### src/sv/obhb_pkg.sv
package obhb_pkg;

  localparam int MAX_DEPTH = 64;
  localparam int ADDR_W    = $clog2(MAX_DEPTH);
  localparam int LEN_W     = ADDR_W + 1;

  localparam logic OP_WRITE = 1'b0;
  localparam logic OP_READ  = 1'b1;

  localparam logic [LEN_W-1:0] LEN_MIN   = LEN_W'(2);
  localparam logic [LEN_W-1:0] LEN_MAX   = LEN_W'(MAX_DEPTH);
  localparam logic [LEN_W-1:0] LEN_RESET = LEN_W'(64);

  typedef struct packed {
    logic       op;
    logic [7:0] data_in;
  } in_item_t;

  typedef struct packed {
    logic [7:0] data_out;
    logic       last;
  } out_item_t;

  typedef struct packed {
    logic              we;
    logic [ADDR_W-1:0] waddr;
    logic [7:0]        wdata;
    logic              re;
    logic [ADDR_W-1:0] raddr;
  } mem_req_t;

  typedef struct packed {
    logic issue;
    logic last;
  } rd_issue_t;

  typedef enum logic {
    ST_IDLE,
    ST_READ
  } state_t;

endpackage

### src/sv/obhb_mem.sv
module obhb_mem (
  input  logic             clk,
  input  obhb_pkg::mem_req_t req,
  output logic [7:0]       rdata
);
  import obhb_pkg::*;

  logic [7:0] store [MAX_DEPTH];

  always_ff @(posedge clk) begin
    if (req.we) begin
      store[req.waddr] <= req.wdata;
    end
  end

  always_ff @(posedge clk) begin
    if (req.re) begin
      rdata <= store[req.raddr];
    end
  end

endmodule

### src/sv/obhb_ctrl.sv
module obhb_ctrl (
  input  logic                      clk,
  input  logic                      rst,
  input  logic                      accept,
  input  obhb_pkg::in_item_t        item,
  input  logic                      clear,
  input  logic [obhb_pkg::LEN_W-1:0] length,
  output logic                      busy,
  output obhb_pkg::mem_req_t        mem_req,
  output obhb_pkg::rd_issue_t       rd_issue
);
  import obhb_pkg::*;

  state_t            state, state_next;
  logic [ADDR_W-1:0] wr_pos, wr_pos_next;
  logic              wrapped, wrapped_next;
  logic [ADDR_W-1:0] slot, slot_next;
  logic [LEN_W-1:0]  remaining, remaining_next;

  // Shared pointer advance: one increment and one compare against the length,
  // used for the write position when idle and for the read slot otherwise.
  logic [ADDR_W-1:0] adv_in;
  logic [LEN_W-1:0]  adv_sum;
  logic              adv_wrap;
  logic [ADDR_W-1:0] adv_out;

  assign adv_in   = (state == ST_READ) ? slot : wr_pos;
  assign adv_sum  = {1'b0, adv_in} + LEN_W'(1);
  assign adv_wrap = (adv_sum >= length);
  assign adv_out  = adv_wrap ? '0 : adv_sum[ADDR_W-1:0];

  always_ff @(posedge clk) begin
    if (rst) begin
      state     <= ST_IDLE;
      wr_pos    <= '0;
      wrapped   <= 1'b0;
      slot      <= '0;
      remaining <= '0;
    end else begin
      state     <= state_next;
      wr_pos    <= wr_pos_next;
      wrapped   <= wrapped_next;
      slot      <= slot_next;
      remaining <= remaining_next;
    end
  end

  always_comb begin
    state_next     = state;
    wr_pos_next    = wr_pos;
    wrapped_next   = wrapped;
    slot_next      = slot;
    remaining_next = remaining;
    mem_req.we     = 1'b0;
    mem_req.waddr  = wr_pos;
    mem_req.wdata  = item.data_in;
    mem_req.re     = 1'b0;
    mem_req.raddr  = slot;
    rd_issue.issue = 1'b0;
    rd_issue.last  = 1'b0;
    busy           = (state != ST_IDLE);

    unique case (state)
      ST_IDLE: begin
        if (clear) begin
          wr_pos_next  = '0;
          wrapped_next = 1'b0;
        end else if (accept && item.op == OP_WRITE) begin
          mem_req.we  = 1'b1;
          wr_pos_next = adv_out;
          if (adv_wrap) begin
            wrapped_next = 1'b1;
          end
        end else if (accept && item.op == OP_READ) begin
          // An empty buffer gives nothing and the block stays idle.
          if (wrapped) begin
            slot_next      = wr_pos;
            remaining_next = length;
            state_next     = ST_READ;
          end else if (wr_pos != '0) begin
            slot_next      = '0;
            remaining_next = {1'b0, wr_pos};
            state_next     = ST_READ;
          end
        end
      end
      ST_READ: begin
        mem_req.re     = 1'b1;
        rd_issue.issue = 1'b1;
        rd_issue.last  = (remaining == LEN_W'(1));
        slot_next      = adv_out;
        remaining_next = remaining - LEN_W'(1);
        if (remaining == LEN_W'(1)) begin
          state_next = ST_IDLE;
        end
      end
      default: begin
        state_next = ST_IDLE;
      end
    endcase
  end

endmodule

### src/sv/overwriting_byte_history_buffer.sv
// Overwriting byte history buffer: keeps the most recent bytes of a stream.
//
// Command channel: a transaction is taken at a rising edge where start is
// high and busy is low. cmd.op selects a write (store cmd.data_in) or a read
// (send out the retained bytes, oldest first).
// A write completes in its own cycle and busy stays low, so writes can be
// taken one per cycle. Once the store holds as many bytes as the length, each new
// byte replaces the oldest one.
// A read raises busy while the retained bytes (up to the length) are sent
// out. Results follow, one per cycle, on result with strobe high for exactly
// one cycle each; the first appears after the controller enters its read
// state and the store's registered read data and the strobe register are
// loaded. result.last marks the newest byte. A read of an empty buffer gives
// no result and leaves busy low. The pace of a readout is set by the single
// read port of the byte store, one address per cycle.
// The receiver cannot stall: every strobe cycle is a delivered transaction.
// Configuration: cfg_valid/cfg_ready write the length (clamped to 2..64) and
// empty the buffer. cfg_ready is low while busy or while start is high, so a
// length write never lands in the same cycle as a command.
// Reset (rst, synchronous) empties the buffer and sets the length to 64.
module overwriting_byte_history_buffer (
  input  logic                       clk,
  input  logic                       rst,
  input  logic                       start,
  output logic                       busy,
  input  obhb_pkg::in_item_t         cmd,
  output logic                       strobe,
  output obhb_pkg::out_item_t        result,
  input  logic                       cfg_valid,
  output logic                       cfg_ready,
  input  logic [obhb_pkg::LEN_W-1:0] cfg_data
);
  import obhb_pkg::*;

  logic             accept;
  logic             cfg_write;
  logic [LEN_W-1:0] length;
  logic [LEN_W-1:0] length_next;
  mem_req_t         mem_req;
  rd_issue_t        rd_issue;
  logic [7:0]       rdata;
  logic             last_q;

  assign accept    = start && !busy;
  assign cfg_ready = !busy && !start;
  assign cfg_write = cfg_valid && cfg_ready;

  // Lengths outside the supported range are pinned to its nearest end.
  always_comb begin
    priority if (cfg_data < LEN_MIN) begin
      length_next = LEN_MIN;
    end else if (cfg_data > LEN_MAX) begin
      length_next = LEN_MAX;
    end else begin
      length_next = cfg_data;
    end
  end

  always_ff @(posedge clk) begin
    if (rst) begin
      length <= LEN_RESET;
    end else if (cfg_write) begin
      length <= length_next;
    end
  end

  obhb_ctrl u_ctrl (
    .clk      (clk),
    .rst      (rst),
    .accept   (accept),
    .item     (cmd),
    .clear    (cfg_write),
    .length   (length),
    .busy     (busy),
    .mem_req  (mem_req),
    .rd_issue (rd_issue)
  );

  obhb_mem u_mem (
    .clk   (clk),
    .req   (mem_req),
    .rdata (rdata)
  );

  // The store's read data is registered, so the strobe and last flag are
  // registered as well to line up with it.
  always_ff @(posedge clk) begin
    if (rst) begin
      strobe <= 1'b0;
      last_q <= 1'b0;
    end else begin
      strobe <= rd_issue.issue;
      last_q <= rd_issue.last;
    end
  end

  assign result.data_out = rdata;
  assign result.last     = last_q;

endmodule

### config.mk
export PLATFORM = sky130hd
export DESIGN_NAME = overwriting_byte_history_buffer
export DESIGN_NICKNAME = d
export VERILOG_FILES = /design/src/sv/obhb_pkg.sv /design/src/sv/obhb_mem.sv /design/src/sv/obhb_ctrl.sv /design/src/sv/overwriting_byte_history_buffer.sv
export SDC_FILE = /design/constraint.sdc
export NUM_CORES = 1
export LEC_CHECK = 0
export BUFFER_PORTS_ARGS = -buffer_cell sky130_fd_sc_hd__buf_2
export CAP_MARGIN = 15
export CORE_MARGIN = 2
export CORE_UTILIZATION = 56
export DETAILED_ROUTE_END_ITERATION = 6
export PLACE_DENSITY_LB_ADDON = 0.15
export SYNTH_ARGS = -nofsm -noshare
export SYNTH_HDL_FRONTEND = slang
export SYNTH_SLANG_ARGS = --single-unit
### constraint.sdc
create_clock -name clk -period 3.3 [get_ports clk]
set_input_delay 0.165 -clock clk [delete_from_list [all_inputs] [get_ports clk]]
set_output_delay 0.165 -clock clk [all_outputs]
set_load 0.03 [all_outputs]
==> results.cfg, run 1 <==
[run_status]
run_status = completed

[clock_tree]
cts_tree = built
cts_inserted_buffers = 55
clock_sinks = 550
insertion_delay_ps = 600
maximum_root_to_sink_buffer_count = 3
clock-root-buffer = sky130_fd_sc_hd__clkbuf_16
htreeDepth = 2
clkTransAtPathRegs_ps = 60

[detailed_routing]
drt-vias-per-instance = 6.24
final_antenna_net_count = 0
post_drt_wl_per_cell_um = 26.5
drc = 0
first_iter_violations = 1050
via_count = 11400
drt-pass1-iter-count = 5
detail_route.wirelength_um = 48300

[timing]
finalHoldWorstSlack_ps = 44.6
setup_violations = 0
timing.final.max_slew_violations = 0
timing.final.crit_period_ps = 3050
hold_viol_final = 0
finalClockSkew_ps = 18.4
grt_setup_unrepaired = false
worst_pin_slew_ps = 1040
fmaxAchievable_mhz = 328
fin_setup_tns_ps = 0
post-route-period-util = 0.923
max_slew_margin = 0.309

[cells_and_area]
final_util = 0.642
filler_cell_count = 2656
fin_area_mm2 = 0.0249
antenna_cells_inserted = 0
layout_commonest_cell = sky130_fd_sc_hd__edfxtp_1
layout_common_cells = sky130_fd_sc_hd__edfxtp_1, sky130_fd_sc_hd__mux4_2, sky130_fd_sc_hd__nor2_1
num-nets-final = 1294
share_of_layout_cells_above_drive_strength_1 = 0.261
syn_to_final_growth_pct = 12.8

[critical_path]
critPathMaxFanout = 13
path_class = reg2reg
timing.critical_path.from_type = flip-flop
critPathMaxStageDelay_ps = 420
cp_top_family = compound AO/OA/AOI/OAI gates
cp.arrival_ps = 3550
worst_path_max_delay_cell = sky130_fd_sc_hd__dfxtp_2
crit_top_cell = sky130_fd_sc_hd__ha_1
worstPathRequired_ps = 3800
critPathBufInv = 2
endpoint_kind = flip-flop
crit_path_cell_trace = mux2i_1 -> inv_1 -> ha_1 -> o21ai_1 -> xor2_1 -> ha_1 -> and4_1 -> a221oi_1 -> buf_4 -> nand4_1 -> a311oi_2

[synthesis]
post_synth_and_or_nand_nor_area_fraction = 0.0448
muxShareOfSynthArea = 0.139
syn-mean-instance-area_um2 = 19.1
synth_edf_count = 520
yosys_register_bits = 550
synth_xor_area_frac = 0.00159
yosys.area_share.adder = 0.00567
compound_gate_portion_of_the_synthesized_area = 0.0480
dominant_combinational_cell_family_by_area_after_synthesis = multiplexers
ys_warn_count = 0
synthCells = 1154
synth_sequential_area_ratio = 0.735
synthFlopType = sky130_fd_sc_hd__edfxtp_1
nets_in_the_synthesized_netlist = 1184
async_reset_ff_frac = 0
synth_cell_types = 69
synth_area_mm2 = 0.0220

[hold_path]
worstHoldPathType = in2reg

[floorplanning]
floorplan.die.width_um = 202
die-height_um = 202
fp.dieArea_mm2 = 0.0410
start_util = 0.569
fp-row-count = 72
pin_count = 32
floorplan.core_area_mm2 = 0.0387

[power]
power.density_mw_per_mm2 = 585
power_leakage_nw = 7.74
peakVddDrop_uv = 388

[global_route]
first_global_vias = 11300
grtUsageTotal = 0.244
grt_start_max_net_pins = 80
grt_antenna_before_repair = 0
grt_pass1_wl_um = 73000
globalRoute.totalOverflow = 0

[place]
dp.final_hpwl_um = 29100
place_area_mm2 = 0.0230
buffer_ports.inserted = 31
finalWeightedCongestion = 0.858

[run]
drv_cap = 0
-- Yosys cell counts, types with 5 or more instances --
| cell type | instances | area share |
|---|---|---|
| sky130_fd_sc_hd__a21oi_1 | 38 | 0.0086 |
| sky130_fd_sc_hd__a22o_1 | 11 | 0.0044 |
| sky130_fd_sc_hd__a22oi_1 | 31 | 0.011 |
| sky130_fd_sc_hd__a311oi_2 | 6 | 0.0041 |
| sky130_fd_sc_hd__a31oi_1 | 5 | 0.0014 |
| sky130_fd_sc_hd__buf_1 | 7 | 0.0012 |
| sky130_fd_sc_hd__buf_2 | 19 | 0.0043 |
| sky130_fd_sc_hd__buf_4 | 6 | 0.0020 |
| sky130_fd_sc_hd__buf_6 | 12 | 0.0061 |
| sky130_fd_sc_hd__clkbuf_1 | 21 | 0.0036 |
| sky130_fd_sc_hd__clkbuf_8 | 5 | 0.0031 |
| sky130_fd_sc_hd__dfxtp_1 | 30 | 0.027 |
| sky130_fd_sc_hd__edfxtp_1 | 520 | 0.71 |
| sky130_fd_sc_hd__ha_1 | 10 | 0.0057 |
| sky130_fd_sc_hd__inv_1 | 13 | 0.0022 |
| sky130_fd_sc_hd__mux2i_1 | 15 | 0.0068 |
| sky130_fd_sc_hd__mux4_2 | 128 | 0.13 |
| sky130_fd_sc_hd__nand2_1 | 37 | 0.0063 |
| sky130_fd_sc_hd__nand2b_1 | 5 | 0.0014 |
| sky130_fd_sc_hd__nand3_1 | 7 | 0.0016 |
| sky130_fd_sc_hd__nand4_1 | 12 | 0.0034 |
| sky130_fd_sc_hd__nor2_1 | 101 | 0.017 |
| sky130_fd_sc_hd__nor2b_1 | 8 | 0.0023 |
| sky130_fd_sc_hd__nor3_1 | 15 | 0.0034 |
| sky130_fd_sc_hd__o211ai_1 | 5 | 0.0017 |
| sky130_fd_sc_hd__o21ai_0 | 5 | 0.0011 |
| sky130_fd_sc_hd__o22ai_1 | 18 | 0.0051 |
-- sequential cells by signal, indices dropped and copies added (netlist names) --
register	flops
u_mem.rdata	8
u_ctrl.busy	1
u_mem.store	512
u_ctrl.remaining	7
strobe	1
u_ctrl.wr_pos	6
last_q	1
u_ctrl.wrapped	1
length	7
u_ctrl.slot	6
-- worst reg2reg max path, delay by kind of cell, from the launching register on --
| kind | cells | cell delay [ps] |
|---|---|---|
| AOI/OAI and AO/OA | 3 | 680 |
| xor gates and xnor gates | 1 | 290 |
| adders and majority gates | 2 | 540 |
| buffers and inverters | 2 | 370 |
| DFF | 1 | 420 |
| muxes | 1 | 310 |
| and+or+nand+nor | 2 | 350 |
-- layout make-up --
| type | count | area, µm² | share of cell area |
|---|---|---|---|
| Sequential cell | 550 | 16200 | 0.652 |
| Inverter | 14 | 52.6 | 0.00211 |
| Timing Repair Buffer | 127 | 1000 | 0.0403 |
| Tap cell | 518 | 648 | 0.0260 |
| Clock buffer | 75 | 1460 | 0.0587 |
| Multi-Input combinational cell | 516 | 5260 | 0.212 |
| Clock inverter | 25 | 224 | 0.00900 |
-- routing by layer --
| layer | wire length, µm | GRT usage | share of wire |
|---|---|---|---|
| met1 | 20800 | 0.360 | 0.43 |
| met2 | 22900 | 0.380 | 0.48 |
| met3 | 3250 | 0.0350 | 0.067 |
| met4 | 1320 | 0.0852 | 0.027 |
| met5 | 0 | 0 | 0 |
-- repair_timing --
item,in CTS,in global routing
buffers inserted,0,0
hold endpoints to repair,7,39
endpoints found under the setup margin,0,10
hold buffers,8,3
gates resized for setup,0,2
-- cells by family after synthesis --
kind of cell               after synthesis
AOI/OAI and AO/OA                      145
adders and majority gates               10
muxes                                  145
and+or+nand+nor                        212
buffers and inverters                   88
xor gates and xnor gates                 4
DFF                                    550
-- stage by stage --
step,worst slack (ps),cells,power [mW]
finish,253,1825,14.6
floorplan,7.49,1154,8.45
CTS,162,1818,14.7
global placement,321,1710,8.79
global route,80.6,1825,15.0
detailed placement,182,1710,8.80
-- path summary, 6_finish.rpt --
path | start | endpoint | slack, ps | depth (start not counted)
worst max-delay path | u_ctrl.busy$_SDFF_PP0_ | u_ctrl.slot[2]$_SDFFE_PP0P_ | 250 | 11
worst min register to register | u_ctrl.remaining[2]$_SDFFE_PP0P_ | u_ctrl.remaining[2]$_SDFFE_PP0P_ | 500 | 2
worst max register to register | u_ctrl.busy$_SDFF_PP0_ | u_ctrl.slot[2]$_SDFFE_PP0P_ | 250 | 11
worst min-delay path | cfg_valid | length[3]$_SDFFE_PP0P_ | 40 | 4
-- power breakdown --
group / switching (mW) / internal, mW / total (mW) / leakage, nW
Clock: 2.49 / 3.40 / 5.89 / 0.812
Sequential: 0.0204 / 7.66 / 7.68 / 4.92
Combinational: 0.600 / 0.385 / 0.985 / 2.01
Total: 3.11 / 11.4 / 14.6 / 7.74
(Power assumes the default switching activity.)
==> inputs of run 2 (changes only) <==
--- a/config.mk
+++ b/config.mk
@@ -5,10 +5,11 @@
 export SDC_FILE = /design/constraint.sdc
 export NUM_CORES = 1
 export LEC_CHECK = 0
+export ABC_AREA = 1
 export BUFFER_PORTS_ARGS = -buffer_cell sky130_fd_sc_hd__buf_2
 export CAP_MARGIN = 15
 export CORE_MARGIN = 2
-export CORE_UTILIZATION = 56
+export CORE_UTILIZATION = 57
 export DETAILED_ROUTE_END_ITERATION = 6
 export PLACE_DENSITY_LB_ADDON = 0.15
 export SYNTH_ARGS = -nofsm -noshare
==> results.cfg, run 2 <==
[run_status]
run_status = completed

[synthesis]
yosys_register_bits = 550
syn-mean-instance-area_um2 = 11.1
ys_warn_count = 0
synth_area_mm2 = 0.0230
post-synth-top-count-cell = sky130_fd_sc_hd__nand2_1
nets_in_the_synthesized_netlist = 2099
synthCells = 2069
synthFlopType = sky130_fd_sc_hd__edfxtp_1
synth_edf_count = 520
synth_sequential_area_ratio = 0.706
synth_top_cell_area_share = 0.680
async_reset_ff_frac = 0
post_synth_most_frequent_cells = sky130_fd_sc_hd__nand2_1, sky130_fd_sc_hd__edfxtp_1, sky130_fd_sc_hd__nand3_1
post_synth_main_area_contributors = sky130_fd_sc_hd__edfxtp_1, sky130_fd_sc_hd__nand2_1, sky130_fd_sc_hd__nand3_1
yosys.area.top_type = sky130_fd_sc_hd__edfxtp_1
synth_cell_types = 37

[critical_path]
worstSetupStartpoint = u_ctrl.busy$_SDFF_PP0_
reg2reg_to = u_ctrl.slot[2]$_SDFFE_PP0P_
critPathMaxStageDelay_ps = 560
timing.critical_path.from_type = flip-flop
cp_top_family = simple AND/OR/NAND/NOR gates
crit_path_cell_trace = buf_4 -> nand2_1 -> o21ai_2 -> nand2_1 -> o21bai_1 -> nand2_2 -> ha_1 -> nand2_1 -> a21oi_1 -> nor2_1 -> nand2_1 -> nor2_1 -> buf_4 -> nand3_1 -> a21oi_1
critPathMaxFanout = 22
reg2reg_depth = 15
critical_path.endpoint = u_ctrl.slot[2]$_SDFFE_PP0P_
crit_top_cell = sky130_fd_sc_hd__nand2_1
worst-path-stages = 15
worst_path_max_delay_cell = sky130_fd_sc_hd__dfxtp_2
worst_r2r_startpoint = u_ctrl.busy$_SDFF_PP0_
worstPathRequired_ps = 3830
critPathBufInv = 2
path_class = reg2reg
worst_reg2reg_setup_slack_ps = 440
cp.arrival_ps = 3390
endpoint_kind = flip-flop

[clock_tree]
clkTransAtPathRegs_ps = 60
postCtsSetupBuffers = 0
clock-root-buffer = sky130_fd_sc_hd__clkbuf_16
cts_inserted_buffers = 56
maximum_root_to_sink_buffer_count = 3
clock_sinks = 550
htreeDepth = 2
insertion_delay_ps = 600
cts_tree = built
postCtsResizedCells = 0

[floorplanning]
die-height_um = 205
start_util = 0.578
fp.dieArea_mm2 = 0.0419
floorplan.die.width_um = 205
floorplan.core_area_mm2 = 0.0397
pin_count = 32
fp-row-count = 73

[cells_and_area]
seq_area_mm2 = 0.0162
share_of_layout_cells_above_drive_strength_1 = 0.0912
layout_commonest_cell = sky130_fd_sc_hd__nand2_1
max_flop_register = u_mem.store
num-nets-final = 2146
number_of_flip_flops_under_the_largest_register_name = 512
syn_to_final_growth_pct = 11.7
finalNonFillerCells = 2686
multi_input_comb_area_mm2 = 0.00599
fin_area_mm2 = 0.0257
largest_registers_ranked_by_flip_flop_count = u_mem.store x512, u_mem.rdata x8
filler_cell_count = 3097
final_util = 0.646
layout_common_cells = sky130_fd_sc_hd__nand2_1, sky130_fd_sc_hd__edfxtp_1, sky130_fd_sc_hd__nand3_1
antenna_cells_inserted = 0

[power]
power.density_mw_per_mm2 = 585
power_leakage_nw = 9.33
peakVddDrop_uv = 421
fin_total_pwr_mw = 15.0

[timing]
finalClockSkew_ps = 18.0
timing.final.max_slew_violations = 0
grt_setup_unrepaired = false
post-route-period-util = 0.867
setup_slack_ps = 439
finalHoldWorstSlack_ps = 37.1
timing.final.crit_period_ps = 2860
setup_violations = 0
fmaxAchievable_mhz = 349
hold_viol_final = 0
worst_pin_slew_ps = 1130
fin_setup_tns_ps = 0
max_slew_margin = 0.249

[global_route]
gr-usage-met1 = 0.383
grt_util_met3 = 0.0487
grtUsageTotal = 0.276
grt.met2_usage = 0.435
grt_pass1_wl_um = 86200
first_global_vias = 14900
globalRoute.totalOverflow = 0
grt_antenna_before_repair = 0
grt_busiest_layer = met2
grt_start_max_net_pins = 136

[run]
drv_cap = 0

[place]
preCtsSetupSlack_ps = 557
dp_cells = 2568
finalWeightedCongestion = 0.939
buffer_ports.inserted = 31
dp.final_hpwl_um = 32900
place_area_mm2 = 0.0237

[detailed_routing]
drt-vias-per-instance = 5.83
via_count = 15700
final_antenna_net_count = 0
drt-pass1-iter-count = 5
detail_route.wirelength_um = 57000
post_drt_wl_per_cell_um = 21.2
first_iter_violations = 1541
drc = 0

[hold_path]
worstHoldPathType = in2reg
worst_hold_path.num_cells = 4
run 2: cell count changes in the layout (fill, tap and decap cells not counted), sizes merged, moves of 16 or more:
| cell | delta |
|---|---|
| nand2 | +672 |
| mux4 | -128 |
| inv | +26 |
| nand3 | +454 |
| o21ai | +16 |
| a22oi | -30 |
| buf | -20 |
run 2: area by class of cell:
type | count | share of cell area
inverter | 38 | 0.00585
tap | 525 | 0.0256
clock buffer | 72 | 0.0606
sequential | 550 | 0.632
timing repair buffer | 110 | 0.0345
clock inverter | 31 | 0.00775
multi-input combinational | 1360 | 0.233
run 2: cells by family (layout without fill, tap and decap cells):
family,after synthesis,count (layout),share of synthesized area
buffers and inverters,159,251,0.0336
adders and majority gates,10,10,0.00545
AOI/OAI and AO/OA,64,64,0.0158
xor gates and xnor gates,4,4,0.00185
DFF,550,550,0.706
and+or+nand+nor,1282,1282,0.238
run 2: worst min-delay path by stage:
stage                startpoint                             to  slack (ps)
floorplan                   rst  u_ctrl.wr_pos[5]$_SDFFE_PP0P_         230
global placement    cfg_data[1]         length[1]$_SDFFE_PP0P_         430
detailed placement  cfg_data[6]         length[5]$_SDFFE_PP0P_         430
CTS                   cfg_valid         length[0]$_SDFFE_PP0P_           4
global route        cfg_data[5]         length[3]$_SDFFE_PP0P_          40
finish              cfg_data[5]         length[3]$_SDFFE_PP0P_          40
run 2: report_power, final:
group          internal (mW)  total [mW]  leakage (nW)  switching [mW]
Clock                   3.46        6.01         0.869            2.55
Combinational          0.355        1.29          3.54           0.933
Sequential              7.67        7.70          4.92          0.0356
Total                   11.5        15.0          9.33            3.52
run 2: metal layers:
metal	wire length (µm)	vias to the layer above
met5	0	-
met1	23500	7561
li1	-	7321
met4	1970	0
met2	26800	674
met3	4800	115
run 2: timing repair:
item / CTS / global route
endpoints found under the setup margin: 0 / 0
hold endpoints to repair: 22 / 0
hold buffers: 14 / 0
run 2: worst register-to-register path, cell delays in order, from the launching register on:
cell and delay [ps]:
sky130_fd_sc_hd__dfxtp_2 560, sky130_fd_sc_hd__buf_4 380, sky130_fd_sc_hd__nand2_1 140, sky130_fd_sc_hd__o21ai_2 140, sky130_fd_sc_hd__nand2_1 120, sky130_fd_sc_hd__o21bai_1 180, sky130_fd_sc_hd__nand2_2 90, sky130_fd_sc_hd__ha_1 290
sky130_fd_sc_hd__nand2_1 90, sky130_fd_sc_hd__a21oi_1 50, sky130_fd_sc_hd__nor2_1 100, sky130_fd_sc_hd__nand2_1 80, sky130_fd_sc_hd__nor2_1 100, sky130_fd_sc_hd__buf_4 200, sky130_fd_sc_hd__nand3_1 100, sky130_fd_sc_hd__a21oi_1 160
